`src/design/knds_pkg.sv`:
```
// -----------------------------------------------------------------------------
// knds_pkg: shared types and constants for the nearest-distance-sum block.
// Holds the default store depth, the field widths and the status struct that
// passes from the distance unit to the top level.
// -----------------------------------------------------------------------------
package knds_pkg;

  localparam int unsigned MaxCitiesDefault = 64;
  localparam int unsigned CoordW = 16;
  localparam int unsigned DistW = 17;
  localparam int unsigned SumW = 23;
  localparam int unsigned CountW = 6;
  localparam int unsigned SqW = 34;
  localparam logic [CountW-1:0] NearestReset = CountW'(1);

  // Handshake between the sequencer and the square-root unit.
  typedef struct packed {
    logic busy;
    logic done;
  } knds_sqrt_stat_t;

endpackage

```
`src/design/knds_isqrt.sv`:
```
// -----------------------------------------------------------------------------
// knds_isqrt: iterative integer square root.
// Takes the squared distance and produces floor(sqrt) one result bit per step,
// bringing down two radicand bits each step, over seventeen steps with one shared subtract-and-compare unit.
// -----------------------------------------------------------------------------
module knds_isqrt (
  input  logic                       clk,
  input  logic                       rst_n,
  input  logic                       start,
  input  logic [knds_pkg::SqW-1:0]   radicand,
  output logic [knds_pkg::DistW-1:0] root,
  output knds_pkg::knds_sqrt_stat_t  stat
);
  import knds_pkg::*;

  localparam int unsigned StepW = 5;
  localparam logic [StepW-1:0] Steps = StepW'(DistW);

  logic [SqW-1:0]   rem_r, rem_nxt;
  logic [SqW-1:0]   val_r, val_nxt;
  logic [DistW-1:0] root_r, root_nxt;
  logic [StepW-1:0] cnt_r, cnt_nxt;
  logic             busy_r, busy_nxt;
  logic             done_r, done_nxt;
  logic [SqW+1:0]   trial;
  logic [SqW+1:0]   rem_shift;

  // One restoring step: bring down two radicand bits and try 4*root+1.
  always_comb begin
    rem_shift = {rem_r, val_r[SqW-1 -: 2]};
    trial     = rem_shift - {{(SqW-DistW){1'b0}}, root_r, 2'b01};
    rem_nxt   = rem_r;
    val_nxt   = val_r;
    root_nxt  = root_r;
    cnt_nxt   = cnt_r;
    busy_nxt  = busy_r;
    done_nxt  = 1'b0;
    if (start) begin
      rem_nxt  = '0;
      val_nxt  = radicand;
      root_nxt = '0;
      cnt_nxt  = '0;
      busy_nxt = 1'b1;
    end else if (busy_r) begin
      val_nxt = {val_r[SqW-3:0], 2'b00};
      if (!trial[SqW+1]) begin
        rem_nxt  = trial[SqW-1:0];
        root_nxt = {root_r[DistW-2:0], 1'b1};
      end else begin
        rem_nxt  = rem_shift[SqW-1:0];
        root_nxt = {root_r[DistW-2:0], 1'b0};
      end
      cnt_nxt = cnt_r + StepW'(1);
      if (cnt_r == Steps - StepW'(1)) begin
        busy_nxt = 1'b0;
        done_nxt = 1'b1;
      end
    end
  end

  always_ff @(posedge clk) begin
    rem_r  <= rem_nxt;
    val_r  <= val_nxt;
    root_r <= root_nxt;
    cnt_r  <= cnt_nxt;
    if (!rst_n) begin
      busy_r <= 1'b0;
      done_r <= 1'b0;
    end else begin
      busy_r <= busy_nxt;
      done_r <= done_nxt;
    end
  end

  assign root      = root_r;
  assign stat.busy = busy_r;
  assign stat.done = done_r;

endmodule

```
`config.mk`:
```
export PLATFORM = sky130hd
export DESIGN_NAME = knds_isqrt
export DESIGN_NICKNAME = d
export VERILOG_FILES = /design/src/design/knds_pkg.sv /design/src/design/knds_isqrt.sv
export SDC_FILE = /design/constraint.sdc
export NUM_CORES = 1
export LEC_CHECK = 0
export ABC_CLOCK_PERIOD_IN_PS = 3300
export BUFFER_PORTS_ARGS = -buffer_cell sky130_fd_sc_hd__buf_2
export CAP_MARGIN = 10
export CORE_MARGIN = 4
export CORE_UTILIZATION = 45
export CTS_BUF_LIST = sky130_fd_sc_hd__clkbuf_16
export CTS_CLUSTER_DIAMETER = 60
export DETAILED_ROUTE_END_ITERATION = 10
export PLACE_DENSITY = 0.68
export SKIP_CTS_REPAIR_TIMING = 1
export SYNTH_ARGS = -nofsm -noshare
export SYNTH_HDL_FRONTEND = slang
export SYNTH_SLANG_ARGS = --single-unit
```
`constraint.sdc`:
```
create_clock -name clk -period 3.3 [get_ports clk]
set_input_delay 0 -clock clk [delete_from_list [all_inputs] [get_ports clk]]
set_output_delay 0 -clock clk [all_outputs]
set_load 0.02 [all_outputs]
```
==> metrics.txt <==
number of detailed-routing iterations run before antenna repair 5; number of placed instances, taps included 709; global-route usage over all layers 0.179; count of pins over their slew limit 0; proportion of power drawn by combinational gates 0.411; residual DRC count 0; number of top-level pins 56; cells traversed along the worst timing path inv_1 > ha_4 > a211o_1 > a311o_1 > a221o_2 > a311oi_4 > buf_4 > xnor2_4 > nand2_1 > or4_1 > nand2_1; Total Nets Final 679; Critical Path Slowest Stage Cell or4_1; Routed Antenna Nets 0; total number of yosys warnings 0; post-synth cell types 59; peak clock frequency supported by timing 307 MHz; Rel. slew slack 0.507; share of synthesized registers carrying an async set or reset 0; hold crit path type input pin to flop; hold_ws 0.193 ns; GR Overflow Total 0; top post-synthesis cells by count 61 x nor2_1, 58 x dfxtp_1, 41 x nand2_1; largest fanout on the critical path 3; depth of the CTS H-tree 3; die height 114 µm; clock root buffer clkbuf_16; number of enable flip-flop cells after synthesis 34; final standard cell count with taps included and fillers excluded 767; layout cell share with drive strength beyond 1 0.239; Area Growth Syn to Fin 24.2%; post-synth net total 583; diode count 0; number of placement rows 38; Worst EP required 3.60 ns; clock skew after layout 0.00489 ns; switching power share of the total 0.358; maximum number of pins on one net before global-route repair 60; average routed wire per standard cell 15.6 µm; max incr delay on CP 0.55 ns; DRT iter0 DRCs 210; Post-Syn Area 5100 µm²; Floorplan Core Area 11000 µm²; fin crit share 0.988; Routability Congestion 0.923; effective utilization at floorplan 0.464; clock buffer count from CTS 9; wire length of the first global-routing pass 18.9 mm; vias post-DR 4189; Critical Setup Path Class flop to flop; min setup slack post-route 0.0405 ns; Least-Margin Pin Slew 0.740 ns; worst slack at placement -0.0379 ns; number of register bits inferred by synthesis 92; library cell with the highest instance count after synthesis nor2_1; Post-Syn Area per Cell 9.70 µm²; data arrival time at the worst-slack endpoint 3.56 ns; most common cell type on the critical path nand2_1; unrepaired setup endpoints after global routing true; clock sink count 92; cell taking the most area after synthesis dfxtp_1; Most used DFF post-synth dfxtp_1; status finished clean; final routed wirelength across all metal layers 11.9 mm; internal portion of total power 2690 µW; final critical path time including I/O delays and setup 3.26 ns; number of max-cap violations 0; fraction of the yosys area taken by sequential cells 0.428; area share of the largest cell type after synthesis 0.228; # port buffers 55; Fin. Hold Viols 0; switching power 1500 µW; leakage power summed over all cells 0.00252 µW; Horiz. Die Dim 114 µm; share of the core filled with cells in the final layout 0.577; Fin Setup TNS 0 ns; Worst Setup Start Kind flop; final setup violating endpoints 0; HPWL Detailed 7.88 mm; clock tree from TritonCTS done; clock latency on the worst-skew pair 0.35 ns; clock share of power 0.248; type of element capturing the critical path flop; Pwr Density 662 nW/µm²; floorplan die area 13100 µm²; Max clock buf depth 2; clock-pin transition on the worst setup and hold timing paths 0.07 ns; per-cell via count in the routed design 5.46; worst-case vdd ir drop 0.379 mV; number of antenna violations at the first check in global routing 0; most area-consuming cells after synthesis dfxtp_1 23%, edfxtp_1 20%, mux2_2 7.1%; proportion of power drawn by flip-flops and latches 0.340; Gate Count Post-Synth 526; via count of the first global-routing pass 3954
## area by class of cell
cell class | instances | area, µm²
sequential | 92 | 2190
timing repair buffer | 114 | 830
tap | 140 | 175
fill | 915 | 4650
multi-input combinational | 379 | 2750
clock buffer | 9 | 225
clock inverter | 7 | 68.8
inverter | 26 | 97.6
## cell families (layout without fill, tap and decap cells)
group / count (synthesis) / count (layout) / share of synthesized area
adder cells (fa/ha/maj): 20 / 20 / 0.0491
AO/OA/AOI/OAI: 107 / 107 / 0.154
multiplexers: 53 / 53 / 0.112
XOR/XNOR: 29 / 29 / 0.0535
flip-flops: 92 / 92 / 0.428
buffers and inverters: 55 / 156 / 0.0469
AND/OR/NAND/NOR: 170 / 170 / 0.157
## routing by layer
layer	up-vias	global-route usage	routed length [µm]	part of all wire
met5	-	0	0	0
met4	0	0.0491	106	0.0089
met3	10	0.0560	613	0.051
met2	98	0.283	5920	0.50
met1	1998	0.237	5290	0.44
li1	2083	-	-	-
## critical path, delay by kind of cell (launching register included)
family / cells / cell delay (ns)
adder cells (fa/ha/maj): 1 / 0.24
AO/OA/AOI/OAI: 4 / 1.51
flip-flops: 1 / 0.33
buffers and inverters: 2 / 0.28
XOR/XNOR: 1 / 0.13
AND/OR/NAND/NOR: 3 / 0.71
## power by group through the flow
stage / clock (µW) / sequential, µW / combinational [µW]
2_1_floorplan: 0 / 1420 / 1230
3_3_place_gp: 0 / 1440 / 1530
3_5_place_dp: 0 / 1450 / 1560
4_1_cts: 1070 / 1420 / 1570
5_1_grt: 1110 / 1450 / 1900
6_report: 1040 / 1430 / 1720
## registers in the layout (all words and copies together), names as in the netlist
register,count
rem_r,34
val_r,34
root,17
cnt_r,5
busy_r,1
done_r,1
## final timing paths
kind	start	end	slack (ns)	depth (start not counted)
max	root[4]$_SDFFE_PP0P_	rem_r[16]$_SDFFE_PP0P_	0.04	11
min	start	root[4]$_SDFFE_PP0P_	0.19	2
max reg2reg	root[4]$_SDFFE_PP0P_	rem_r[16]$_SDFFE_PP0P_	0.04	11
min reg2reg	rem_r[32]$_SDFFE_PP0P_	rem_r[32]$_SDFFE_PP0P_	0.47	2
## stage by stage
step / area (µm²) / total power [µW]
final: 6330 / 4190
after global placement: 5560 / 2970
after global routing: 6330 / 4460
after detailed placement: 5560 / 3010
after CTS: 5860 / 4060
after floorplan: 5110 / 2640
## cells in the final DEF (no fill, tap or decap), drive strengths merged, types with 5 or more instances in the layout
master,count
a21o,8
nand2,42
a31oi,5
nor3,14
buf,79
a211oi,13
o21ai,19
ha,20
a311oi,10
mux2i,21
nor2b,8
a21oi,25
nand3,8
dfxtp,58
nor4,6
xnor2,17
edfxtp,34
mux2,32
nand2b,5
dlygate4sd3,35
nor2,61
clkbuf,9
xor2,12
inv,29
or3,5
No activity file was read; power rests on OpenSTA's default activity.
